--- src/sv/square_oscillator_am_pm_fm_macros.svh ---
// Assertion helpers for the oscillator block.
// Both check on the rising edge of clk and are off while rst is high.
`ifndef SQUARE_OSCILLATOR_AM_PM_FM_MACROS_SVH
`define SQUARE_OSCILLATOR_AM_PM_FM_MACROS_SVH

// Condition must hold at every checked edge.
`define SQOSC_ASSERT_ALWAYS(label, cond, msg) \
  label: assert property (@(posedge clk) disable iff (rst) (cond)) else $error(msg);

// Antecedent at one edge implies consequent at the next edge.
`define SQOSC_ASSERT_NEXT(label, ante, cons, msg) \
  label: assert property (@(posedge clk) disable iff (rst) (ante) |=> (cons)) \
    else $error(msg);

`endif

--- src/sv/sqosc_pkg.sv ---
`default_nettype none

package sqosc_pkg;

  localparam int PHASE_BITS  = 32;
  localparam int SAMPLE_BITS = 16;
  localparam int FRAC_BITS   = SAMPLE_BITS - 1;
  localparam int DEPTH_BITS  = 16;
  localparam int DEPTH_FRAC  = 12;
  localparam int FM_SHIFT    = FRAC_BITS + DEPTH_FRAC;
  localparam int PM_SHIFT    = PHASE_BITS - FRAC_BITS;
  // product of |m| and fm_depth
  localparam int K_BITS      = SAMPLE_BITS + DEPTH_BITS;
  // shared shift register: 33-bit upper half plus 32-bit lower half
  localparam int ACC_BITS    = 2 * PHASE_BITS + 1;
  localparam int ITER_BITS   = $clog2(PHASE_BITS);
  localparam int IN_BITS     = 3 * SAMPLE_BITS;

  // configuration port
  localparam int CFG_ADDR_BITS = 3;
  localparam int CFG_DATA_BITS = PHASE_BITS;

  localparam logic [CFG_ADDR_BITS-1:0] CFG_BASE_INCREMENT = 3'd0;
  localparam logic [CFG_ADDR_BITS-1:0] CFG_AMPLITUDE      = 3'd1;
  localparam logic [CFG_ADDR_BITS-1:0] CFG_FM_DEPTH       = 3'd2;
  localparam logic [CFG_ADDR_BITS-1:0] CFG_AM_ENABLE      = 3'd3;
  localparam logic [CFG_ADDR_BITS-1:0] CFG_PM_ENABLE      = 3'd4;
  localparam logic [CFG_ADDR_BITS-1:0] CFG_FM_ENABLE      = 3'd5;

  localparam logic [FRAC_BITS-1:0] AMPLITUDE_RESET = 15'd32767;

  typedef enum logic [2:0] {
    ST_IDLE,
    ST_KPROD,
    ST_MUL,
    ST_DIV,
    ST_FIX,
    ST_FIN
  } state_t;

endpackage

`default_nettype wire

--- src/sv/square_oscillator_am_pm_fm.sv ---
// Square-wave oscillator with amplitude, phase and frequency modulation.
// Input stream s_axis carries one modulation sample triple per audio sample;
// output stream m_axis returns one square-wave sample per input, namely the
// sample computed on the previous input (one-sample lag).
// Configuration writes go through cfg_valid/cfg_ready (always ready) with a
// register index on cfg_addr; unknown indexes are dropped. Write only while
// the block is idle.
// Sequence: without FM (or with a zero FM sample) the block goes straight to
// its final state, where the result is loaded into the output register once
// the output is free, and then returns to idle to take a new item. With FM
// the phase step comes from a bit-serial shift-add multiplier (positive FM)
// or a restoring divider (negative FM), one bit per cycle over all 32 bits,
// after a product step and before a fix step that writes the step (with
// saturation on the multiplier side); only then is the final state reached.
// The result sits in an output register; the block accepts the next input
// while it waits. If the previous result is still not taken when the next one
// is ready, the block holds in its final state and s_axis_tready stays low.
// Reset (rst, synchronous) clears phase and held sample, drops any pending
// result and restores the configuration and control registers to reset values.
`default_nettype none

module square_oscillator_am_pm_fm (
  input  wire                              clk,
  input  wire                              rst,
  // configuration write channel
  input  wire                              cfg_valid,
  output logic                             cfg_ready,
  input  wire [sqosc_pkg::CFG_ADDR_BITS-1:0] cfg_addr,
  input  wire [sqosc_pkg::CFG_DATA_BITS-1:0] cfg_data,
  // input stream
  input  wire                              s_axis_tvalid,
  output logic                             s_axis_tready,
  // fields from bit 0: am_sample[15:0], phase_mod[31:16], fm_sample[47:32]
  input  wire [sqosc_pkg::IN_BITS-1:0]     s_axis_tdata,
  // output stream
  output logic                             m_axis_tvalid,
  input  wire                              m_axis_tready,
  // fields from bit 0: sample_out[15:0]
  output logic [sqosc_pkg::SAMPLE_BITS-1:0] m_axis_tdata
);

  import sqosc_pkg::*;

  // configuration registers
  logic [PHASE_BITS-1:0] base_increment;
  logic [FRAC_BITS-1:0]  amplitude;
  logic [DEPTH_BITS-1:0] fm_depth;
  logic                  am_enable;
  logic                  pm_enable;
  logic                  fm_enable;

  // oscillator state
  logic [PHASE_BITS-1:0]  phase;
  logic [SAMPLE_BITS-1:0] held_sample;

  // per-item working registers
  state_t                state;
  state_t                state_next;
  logic [FRAC_BITS-1:0]  amp;
  logic [SAMPLE_BITS-1:0] fm_mag;
  logic                  fm_neg;
  logic [PHASE_BITS-1:0] step;
  logic [PHASE_BITS-1:0] divisor;
  logic [ACC_BITS-1:0]   acc;
  logic [ITER_BITS-1:0]  cnt;

  // input fields
  logic [SAMPLE_BITS-1:0] am_sample;
  logic [SAMPLE_BITS-1:0] phase_mod;
  logic [SAMPLE_BITS-1:0] fm_sample;

  logic                   in_xfer;
  logic                   out_free;
  logic                   last_iter;
  logic                   fm_used;
  logic [FRAC_BITS-1:0]   amp_sel;
  logic [K_BITS-1:0]      k_prod;
  logic [PHASE_BITS:0]    mul_sum;
  logic [PHASE_BITS:0]    div_trial;
  logic                   div_ge;
  logic [PHASE_BITS:0]    div_rem;
  logic [2*PHASE_BITS-FM_SHIFT:0] sat_sum;
  logic [SAMPLE_BITS-1:0] new_held;

  assign am_sample = s_axis_tdata[SAMPLE_BITS-1:0];
  assign phase_mod = s_axis_tdata[2*SAMPLE_BITS-1:SAMPLE_BITS];
  assign fm_sample = s_axis_tdata[3*SAMPLE_BITS-1:2*SAMPLE_BITS];

  assign in_xfer   = s_axis_tvalid && s_axis_tready;
  assign out_free  = !m_axis_tvalid || m_axis_tready;
  assign last_iter = (cnt == ITER_BITS'(PHASE_BITS - 1));
  assign fm_used   = fm_enable && (fm_sample != '0);

  // (am + 1) / 2: flip the sign bit to offset by one half, then drop the lsb
  assign amp_sel = am_enable ? {~am_sample[SAMPLE_BITS-1], am_sample[SAMPLE_BITS-2:1]}
                             : amplitude;

  // |m| * depth, taken once per item
  assign k_prod = K_BITS'(fm_mag) * K_BITS'(fm_depth);

  // multiplier: add base into the upper half when the current lsb is set
  assign mul_sum = {1'b0, acc[2*PHASE_BITS-1:PHASE_BITS]}
                 + (acc[0] ? {1'b0, base_increment} : '0);

  // divider: shift in the next numerator bit and try a subtract
  assign div_trial = {acc[2*PHASE_BITS-1:PHASE_BITS], acc[PHASE_BITS-1]};
  assign div_ge    = (div_trial >= {1'b0, divisor});
  assign div_rem   = div_ge ? (div_trial - {1'b0, divisor}) : div_trial;

  // base + (base * k >> 27), with the upper bits telling overflow
  assign sat_sum = {{(PHASE_BITS - FM_SHIFT + 1){1'b0}}, base_increment}
                 + {1'b0, acc[2*PHASE_BITS-1:FM_SHIFT]};

  assign new_held = phase[PHASE_BITS-1] ? (SAMPLE_BITS'(0) - {1'b0, amp})
                                        : {1'b0, amp};

  // configuration writes
  always_ff @(posedge clk) begin
    if (rst) begin
      base_increment <= '0;
      amplitude      <= AMPLITUDE_RESET;
      fm_depth       <= '0;
      am_enable      <= 1'b0;
      pm_enable      <= 1'b0;
      fm_enable      <= 1'b0;
    end else if (cfg_valid && cfg_ready) begin
      case (cfg_addr)
        CFG_BASE_INCREMENT: base_increment <= cfg_data[PHASE_BITS-1:0];
        CFG_AMPLITUDE:      amplitude      <= cfg_data[FRAC_BITS-1:0];
        CFG_FM_DEPTH:       fm_depth       <= cfg_data[DEPTH_BITS-1:0];
        CFG_AM_ENABLE:      am_enable      <= cfg_data[0];
        CFG_PM_ENABLE:      pm_enable      <= cfg_data[0];
        CFG_FM_ENABLE:      fm_enable      <= cfg_data[0];
        default: ;
      endcase
    end
  end

  // next state
  always_comb begin
    state_next = state;
    case (state)
      ST_IDLE:  if (in_xfer) state_next = fm_used ? ST_KPROD : ST_FIN;
      ST_KPROD: state_next = fm_neg ? ST_DIV : ST_MUL;
      ST_MUL:   if (last_iter) state_next = ST_FIX;
      ST_DIV:   if (last_iter) state_next = ST_FIX;
      ST_FIX:   state_next = ST_FIN;
      ST_FIN:   if (out_free) state_next = ST_IDLE;
      default:  state_next = ST_IDLE;
    endcase
  end

  // handshake outputs
  always_comb begin
    cfg_ready     = 1'b1;
    s_axis_tready = (state == ST_IDLE);
  end

  // control registers
  always_ff @(posedge clk) begin
    if (rst) begin
      state         <= ST_IDLE;
      m_axis_tvalid <= 1'b0;
      phase         <= '0;
      held_sample   <= '0;
      cnt           <= '0;
    end else begin
      state <= state_next;
      // phase modulation lands before the half-cycle test
      if (in_xfer && pm_enable) begin
        phase <= phase + {phase_mod[FRAC_BITS-1:0], {PM_SHIFT{1'b0}}};
      end
      if (state == ST_MUL || state == ST_DIV) begin
        cnt <= cnt + ITER_BITS'(1);
      end else begin
        cnt <= '0;
      end
      // emit the held sample, then take the new one and advance
      if (state == ST_FIN && out_free) begin
        m_axis_tvalid <= 1'b1;
        held_sample   <= new_held;
        phase         <= phase + step;
      end else if (m_axis_tready) begin
        m_axis_tvalid <= 1'b0;
      end
    end
  end

  // datapath registers
  always_ff @(posedge clk) begin
    if (in_xfer) begin
      amp    <= amp_sel;
      fm_neg <= fm_sample[SAMPLE_BITS-1];
      fm_mag <= fm_sample[SAMPLE_BITS-1] ? (SAMPLE_BITS'(0) - fm_sample) : fm_sample;
      step   <= base_increment;
    end
    case (state)
      ST_KPROD: begin
        if (fm_neg) begin
          // remainder starts as base >> 5, numerator tail is base[4:0] << 27
          divisor <= PHASE_BITS'(k_prod) + (PHASE_BITS'(1) << FM_SHIFT);
          acc     <= {{(PHASE_BITS - FM_SHIFT + 1){1'b0}}, base_increment,
                      {FM_SHIFT{1'b0}}};
        end else begin
          acc <= {{(PHASE_BITS + 1){1'b0}}, k_prod};
        end
      end
      ST_MUL: acc <= {1'b0, mul_sum, acc[PHASE_BITS-1:1]};
      ST_DIV: acc <= {div_rem, acc[PHASE_BITS-2:0], div_ge};
      ST_FIX: begin
        if (fm_neg) begin
          step <= acc[PHASE_BITS-1:0];
        end else if (sat_sum[$left(sat_sum):PHASE_BITS] != '0) begin
          step <= '1;
        end else begin
          step <= sat_sum[PHASE_BITS-1:0];
        end
      end
      default: ;
    endcase
    if (state == ST_FIN && out_free) begin
      m_axis_tdata <= held_sample;
    end
  end

  // checks
  `include "square_oscillator_am_pm_fm_macros.svh"

  `SQOSC_ASSERT_NEXT(a_accept_busy, in_xfer, state != ST_IDLE, "idle right after a transfer")
  `SQOSC_ASSERT_NEXT(a_fin_holds, state == ST_FIN && !out_free, state == ST_FIN, "result dropped while output stalled")
  `SQOSC_ASSERT_NEXT(a_out_source, state != ST_FIN && !m_axis_tvalid, !m_axis_tvalid, "output valid without a finished item")

endmodule

`default_nettype wire
--- config.mk ---
export PLATFORM = sky130hd
export DESIGN_NAME = square_oscillator_am_pm_fm
export DESIGN_NICKNAME = d
export VERILOG_FILES = /design/src/sv/sqosc_pkg.sv /design/src/sv/square_oscillator_am_pm_fm.sv
export VERILOG_INCLUDE_DIRS = /design/src /design/src/sv
export SDC_FILE = /design/constraint.sdc
export NUM_CORES = 1
export LEC_CHECK = 0
export BUFFER_PORTS_ARGS = -buffer_cell sky130_fd_sc_hd__clkbuf_2
export CAP_MARGIN = 20
export CORE_MARGIN = 2
export CORE_UTILIZATION = 35
export CTS_CLUSTER_DIAMETER = 120
export DETAILED_ROUTE_END_ITERATION = 10
export PLACE_DENSITY = 0.57
export REMOVE_ABC_BUFFERS = 1
export SETUP_SLACK_MARGIN = 0.3
export SLEW_MARGIN = 10
export SYNTH_ARGS = -nofsm -noshare
export SYNTH_HDL_FRONTEND = slang
export SYNTH_SLANG_ARGS = --single-unit
--- constraint.sdc ---
create_clock -name clk -period 14.5 [get_ports clk]
set_input_delay 2.9 -clock clk [delete_from_list [all_inputs] [get_ports clk]]
set_output_delay 2.9 -clock clk [all_outputs]
set_load 0.01 [all_outputs]
# --- After elaboration in Yosys (flattened, before gate mapping) ---
# Cells that the tools add are included.
word_totals:
  word_cells: 92
  inputBits: 88
  output_inout_bits: 19
  regBits: 299
op_classes:
  eq_ne: 14
  n_reduce_logical: 25
  mul: 1
  bitwise: 2
  n_lt_le_gt_ge: 1
  n_addsub: 9
  muxes: 21
ops:
  columns: ["cell", "count"]
  rows:
  - ["32-bit two-way mux", 8]
  - ["64-bit one-hot mux with 3 select lines", 1]
  - ["32-bit adder", 2]
  - ["59-bit two-way mux", 1]
  - ["32-bit by 37-bit adder with 38-bit output", 1]
  - ["32-bit by 32-bit adder with 33-bit output", 1]
  - ["33-bit by 32-bit greater-or-equal comparator with 1-bit output", 1]
  - ["32-bit by 28-bit adder with 32-bit output (second input constant)", 1]
  - ["16-bit by 16-bit multiplier with 32-bit output", 1]
  - ["32-bit subtractor", 1]
  - ["15-bit two-way mux", 2]
  - ["16-bit two-way mux", 1]
  - ["16-bit nonzero test", 1]
  - ["1-bit by 15-bit subtractor with 16-bit output (first input constant)", 1]
  - ["1-bit by 16-bit subtractor with 16-bit output (first input constant)", 1]
  - ["3-bit one-hot mux with 5 select lines", 1]
  - ["2-bit AND reduction", 7]
  - ["3-bit by 2-bit == test with 1-bit output (second input constant)", 4]
  - ["3-bit == test (second input constant)", 4]
  - ["3-bit two-way mux", 4]
  - ["3-bit by 1-bit == test with 1-bit output (second input constant)", 2]
  - ["3-bit logical NOT", 2]
  - ["2-bit nonzero test", 3]
  - ["6-bit nonzero test", 1]
  - ["12 further kinds", 21]

# --- Longest topological paths before layout ---
logic_depth:
  depth_word: 5
  depth_mapped: 26
  depth_no_buf: 25

# --- Worst setup path after synthesis ---
# No wires, ideal clock.
synth_path:
  kind: "reg-to-reg"
  startpoint: "register fm_depth[9]"
  endpoint: "register divisor[31] (data pin)"
  required_ps: 14233
  slack_ps: 8033
  setup_time_ps: 267
  stages_incl_launch_ff: 24
  t_arrival_ps: 6200
  synth_period_minus_slack_ps: 6467
  n_path_buf: 2
  cell_sequence: "dfxtp_1 > clkbuf_1 > clkbuf_1 > nand2_1 > fa_1 > inv_1 > fa_1 > fa_1 > fa_1 > fa_1 > inv_1 > fa_1 > inv_1 > ha_1 > a21o_1 > a21o_1 > a21oi_1 > o21a_1 > o221ai_2 > o41a_4 > mux2i_4 > nand3_2 > nor4b_2 > xor2_1"
synth_via:
  elab_chain_cells: 2
synth_lines:
  columns: ["item", "line", "rtl"]
  rows:
  - ["start: declaration", "square_oscillator_am_pm_fm.sv:47", "logic [DEPTH_BITS-1:0] fm_depth;"]
  - ["start signal: assignment", "square_oscillator_am_pm_fm.sv:130", "CFG_FM_DEPTH: fm_depth <= cfg_data[DEPTH_BITS-1:0];"]
  - ["16-bit by 16-bit multiplier with 32-bit output", "square_oscillator_am_pm_fm.sv:99", "assign k_prod = K_BITS'(fm_mag) * K_BITS'(fm_depth);"]
  - ["32-bit by 28-bit adder with 32-bit output", "square_oscillator_am_pm_fm.sv:201", "divisor <= PHASE_BITS'(k_prod) + (PHASE_BITS'(1) << FM_SHIFT);"]
  - ["end signal: assignment", "square_oscillator_am_pm_fm.sv:201", null]
  - ["end: declaration", "square_oscillator_am_pm_fm.sv:63", "logic [PHASE_BITS-1:0] divisor;"]
# Every way passes these cells.
# A chain may end at the register's enable or synchronous reset.

# --- Final worst setup path ---
layout_path:
  startpoint: "register fm_mag[9]"
  endpoint: "register divisor[31] (data pin)"
layout_via:
  elab_chain_cells: 2
layout_lines:
  columns: ["item", "line", "rtl"]
  rows:
  - ["start: declaration", "square_oscillator_am_pm_fm.sv:60", "logic [SAMPLE_BITS-1:0] fm_mag;"]
  - ["start signal: assignment", "square_oscillator_am_pm_fm.sv:194", "fm_mag <= fm_sample[SAMPLE_BITS-1] ? (SAMPLE_BITS'(0) - fm_sample) : fm_sample;"]
  - ["16-bit by 16-bit multiplier with 32-bit output", "square_oscillator_am_pm_fm.sv:99", null]
  - ["32-bit by 28-bit adder with 32-bit output", "square_oscillator_am_pm_fm.sv:201", null]
# Every way passes these cells.

==> impl_table.tex <==
\begin{tabular}{lr}
\hline
Metric & Value \\
\hline
\multicolumn{2}{l}{\textbf{Final layout}} \\
\quad Area Overhead vs Synth & 9.06\% \\
\quad Number of diodes added for antenna fixing & 0 \\
\quad \# nets final & approximately 3800 \\
\quad Fraction of final layout cells sized beyond drive strength 1 & $\sim$8.3\% \\
\quad Fin cells & 4400 \\
\multicolumn{2}{l}{\textbf{Pwr}} \\
\quad Worst ir drop on vdd & roughly 0.13 mV \\
\quad PD cells & between 100 and 150 nW/µm² \\
\quad Pwr Total & 4550 µW \\
\quad Static power due to leakage & approximately 0.014 µW \\
\quad Proportion of power drawn by flip-flops and latches & roughly a third \\
\quad Net Sw Frac & a little over two fifths \\
\quad Clock group share of total power & 20.4\% \\
\quad Design internal power & about 2600 µW \\
\quad Net switching power of the design & between 1500 and 2000 µW \\
\quad Comb pwr share & between 40\% and 50\% \\
\multicolumn{2}{l}{\textbf{Yosys}} \\
\quad Synth Area in XOR/XNOR & 4.99\% \\
\quad Portion of synthesized cell area occupied by the leading cell type & 18.2\% \\
\quad Largest area contributor in the synthesized netlist & edfxtp\_1 \\
\quad Fraction of registers with async set/reset & 0\% \\
\quad Syn Inst Count & 3294 \\
\quad Share of cell area taken by muxes after synthesis & 2.68\% \\
\quad Number of flops mapped to enable cells by yosys & between 150 and 200 \\
\quad Synthesized flop and latch total & 299 \\
\quad Number of distinct library cell variants in the gate-level netlist after synthesis & approximately 110 \\
\quad Synth Warn \# & 0 \\
\quad Post-synthesis average cell area & roughly 8.8 µm² \\
\quad Sequential area share after synthesis & between 20\% and 30\% \\
\quad Main synth FF type & edfxtp\_1 \\
\quad Share of the synthesized area in compound gates (AO/OA/AOI/OAI) & 17.5\% \\
\quad Area of the mapped netlist & roughly 29000 µm² \\
\quad Cells taking the most area after synthesis & edfxtp\_1 (18\%), fa\_1 (14\%), ha\_1 (11\%) \\
\quad Simple-gate share of the synthesized area & around 17\% \\
\quad Largest family of logic cells by synthesized area & adder cells \\
\quad Synth Area in Adders & about a quarter \\
\multicolumn{2}{l}{\textbf{Die}} \\
\quad Area enclosed by the die boundary & 85400 µm² \\
\quad Num ports & 107 \\
\quad Die boundary width & just under 300 µm \\
\quad Placeable core region & 82200 µm² \\
\quad Row count & between 100 and 150 \\
\quad Initial core utilization & between 30 and 40\% \\
\quad DIE HEIGHT & slightly below 300 µm \\
\multicolumn{2}{l}{\textbf{Detailed routing}} \\
\quad Count of routing violations after the opening detailed-route iteration & 1574 \\
\quad Total wirelength of the detailed-routed design & about 80 mm \\
\quad DR vias/cell & roughly 5.2 \\
\quad Final routed DRC violation total & 0 \\
\quad DRT Pass-1 Iters & 6 \\
\quad Vias & roughly 23000 \\
\quad DR WL/cell & $\sim$18 µm \\
\quad Number of routed nets with antenna violations & 0 \\
\multicolumn{2}{l}{\textbf{Global route}} \\
\quad Met1 Usage GRT & 25.4\% \\
\quad Largest net degree at the start of global routing & 84 \\
\quad Met2 Use GR & between 30\% and 40\% \\
\quad Met3 Track Usage GR & approximately 1.6\% \\
\quad Top Usage Layer GRT & met2 \\
\quad Overall global routing resource usage & a little under a fifth \\
\quad Antenna violations before repair & 1 \\
\quad Wire length of the first global-routing pass & between 100 and 150 mm \\
\quad Grt ovf & 0 \\
\quad Via count of the first global-routing pass & $\sim$23000 \\
\multicolumn{2}{l}{\textbf{Hold path}} \\
\quad Worst Hold Launch & held\_sample[12] \\
\quad Hold WC Path Type & reg2reg \\
\quad Cell depth of the worst hold path & 0 \\
\quad Worst hold path endpoint & m\_axis\_tdata[12] \\
\multicolumn{2}{l}{\textbf{Timing}} \\
\quad Max-slew violation count & 0 \\
\quad Worst hold margin & 430 ps \\
\quad Minimum clock period & between 7000 and 8000 ps \\
\quad Setup-failing EPs final & 0 \\
\quad Fmax achieved & between 0.1 and 0.15 GHz \\
\quad Least-Margin Pin Slew & about 1100 ps \\
\quad Final TNS setup & 0 ps \\
\quad Hold violation count in the final report & 0 \\
\quad Post-route fraction of the period consumed by the critical path & between 40\% and 50\% \\
\quad Unrepaired setup endpoints after global routing & no \\
\quad Skew final & 28.2 ps \\
\quad Worst slew margin relative to its limit & 28.3\% \\
\multicolumn{2}{l}{\textbf{Clock network}} \\
\quad Skew-Pair Late Insertion Delay & around 570 ps \\
\quad Number of CTS-inserted buffers & 35 \\
\quad Count of hold buffers inserted by post-cts repair & 0 \\
\quad Number of sinks on the clock net & around 300 \\
\quad Post-CTS setup buffer count & 0 \\
\quad CTS clock-pin slew for the worst setup and hold paths & about 60 ps \\
\quad H-tree level count & 2 \\
\quad Clock tree from TritonCTS & built \\
\quad Number of cells upsized or downsized after cts & 0 \\
\quad Number of buffers on the longest clock path & 3 \\
\quad Clock root buffer & clkbuf\_16 \\
\multicolumn{2}{l}{\textbf{Worst setup path}} \\
\quad Worst Path Buf+Inv & 4 \\
\quad Worst R2R Start & fm\_mag[9] \\
\quad Endpoint of the worst-slack reg-to-reg timing path & divisor[31] \\
\quad Cells traversed along the worst timing path & and2\_1 -> fa\_1 -> inv\_1 -> fa\_1 -> inv\_1 -> fa\_1 -> fa\_1 -> fa\_1 -> inv\_1 -> fa\_1 -> inv\_1 -> ha\_1 -> a21o\_1 -> a21o\_1 -> a21oi\_1 -> o21a\_1 -> o221ai\_2 -> o41a\_4 -> mux2i\_4 -> nand3\_2 -> nor4b\_2 -> xor2\_1 \\
\quad Most frequent cell on the critical path & fa\_1 \\
\quad Critical-path cell with the highest stage delay & edfxtp\_1 \\
\quad CP required & roughly 15000 ps \\
\quad R2R cell count & 22 \\
\quad Slowest Stage Delay on Critical Path & about 750 ps \\
\quad Cell family with the largest share of critical-path delay & adder cells \\
\quad Setup CP Type & reg2reg \\
\quad Arrival time reported for the critical path endpoint & between 7000 and 8000 ps \\
\quad CP Capture Type & flop \\
\quad Largest fanout of any net on the critical path & 16 \\
\quad Register-to-Register Setup Slack & roughly 7300 ps \\
\quad Startpoint type of the worst setup path & flop \\
\multicolumn{2}{l}{\textbf{Status}} \\
\quad Status & completed \\
\multicolumn{2}{l}{\textbf{Placement}} \\
\quad Half-perimeter wire length after detailed placement & around 60 mm \\
\quad Placed cell count & between 4000 and 5000 \\
\quad Global placement routability congestion & a little over 0.9 \\
\quad IO Port Bufs & around 100 \\
\multicolumn{2}{l}{\textbf{Flow run}} \\
\quad Number of max-capacitance violations reported & 0 \\
\hline
\end{tabular}
how the worst max path moves through the flow:
stage | from | endpoint | slack [ps] | cells after the start
6_report | fm_mag[9] | divisor[31] | 7280 | 22
3_3_place_gp | fm_mag[9] | divisor[31] | 7420 | 22
2_1_floorplan | m_axis_tready | phase[31] | 7980 | 6
5_1_grt | fm_depth[15] | divisor[31] | 7000 | 21
3_5_place_dp | fm_mag[9] | divisor[31] | 7410 | 22
4_1_cts | fm_mag[9] | divisor[31] | 7320 | 22
power by group through the flow:
stage          Combinational, µW  Clock, µW  Sequential (µW)
4_1_cts                     2110        950             1510
5_1_grt                     2370        979             1550
2_1_floorplan               1590          0             1410
3_5_place_dp                2090          0             1530
6_report                    2110        927             1520
3_3_place_gp                2090          0             1530
cell type report:
type	count	area, µm²
clock inverter	19	220
clock buffer	45	986
multi-input combinational	2511	19500
sequential	299	7750
inverter	332	1250
timing repair buffer	124	676
fill	8449	50500
tap	1070	1340
logic make-up (layout without fill, tap and decap cells):
group / count (synthesis) / after routing
xor gates and xnor gates: 165 / 165
muxes: 74 / 74
buffers and inverters: 484 / 520
and+or+nand+nor: 1045 / 1045
DFF: 299 / 299
other: 1 / 1
AOI/OAI and AO/OA: 778 / 778
adders and majority gates: 448 / 448
routing by layer:
metal / vias to the layer above / part of all wire [%]
met5: - / 0
met4: 0 / 2.6
met2: 439 / 48
met3: 106 / 3.8
met1: 11118 / 45
li1: 11366 / -
Yosys cell counts (7+ instances only):
cell type  number
a2111oi_0       8
dfxtp_1       123
buf_1          11
nor3_1         56
nand2_1       436
o2bb2ai_1      10
and3_1         29
a31o_2          9
nand4_1        11
nand3_1        63
mux2i_1        53
clkbuf_1      125
a311oi_1        7
o21bai_1       26
nand2b_1       31
and2_1        146
xor2_1         70
ha_1          249
o211ai_1        9
inv_1         330
a211oi_1       23
nand3b_1       34
o21ai_0       154
o21a_1         23
a21boi_0        8
a21oi_2        22
mux2_2         20
a21o_1         77
or4_1           7
nor2b_1        26
a21oi_1       248
edfxtp_1      176
or3_1          13
nor2_1        154
fa_1          199
o22ai_1        11
o21ai_1        14
o31ai_1        16
a31oi_1        24
xnor2_1        94
a22oi_1        12
per-stage QoR:
step / worst slack, ps / utilization (%) / instance area [µm²]
floorplan: 7980 / - / 28500
global placement: 7420 / 37.1 / 30500
detailed placement: 7410 / 37.1 / 30500
CTS: 7320 / 38.6 / 31700
global route: 7000 / 38.6 / 31700
finish: 7280 / 38.6 / 31700
placed cells by master (no fill, tap or decap), types with 30 or more instances in the layout:
master     instances
nand2_1          436
inv_1            330
ha_1             249
a21oi_1          248
fa_1             199
edfxtp_1         176
o21ai_0          154
nor2_1           153
and2_1           145
dfxtp_1          122
clkbuf_2         102
xnor2_1           94
a21o_1            77
xor2_1            70
nand3_1           62
nor3_1            55
mux2i_1           53
clkbuf_16         37
nand3b_1          34
nand2b_1          30
sequential cells by signal (all words and copies together), names as in the netlist, 16 cells and up:
signal	count
fm_mag	16
m_axis_tdata	16
held_sample	16
phase	32
fm_depth	16
base_increment	32
acc	64
step	32
divisor	32
worst register-to-register path, delay by kind of cell (launching register included):
| family | cells | cell delay, ps |
|---|---|---|
| adders and majority gates | 7 | 3490 |
| AOI/OAI and AO/OA | 6 | 1380 |
| and+or+nand+nor | 3 | 810 |
| DFF | 1 | 750 |
| buffers and inverters | 4 | 200 |
| muxes | 1 | 190 |
| xor gates and xnor gates | 1 | 120 |
Note: power is estimated with default switching activity, not from simulation.
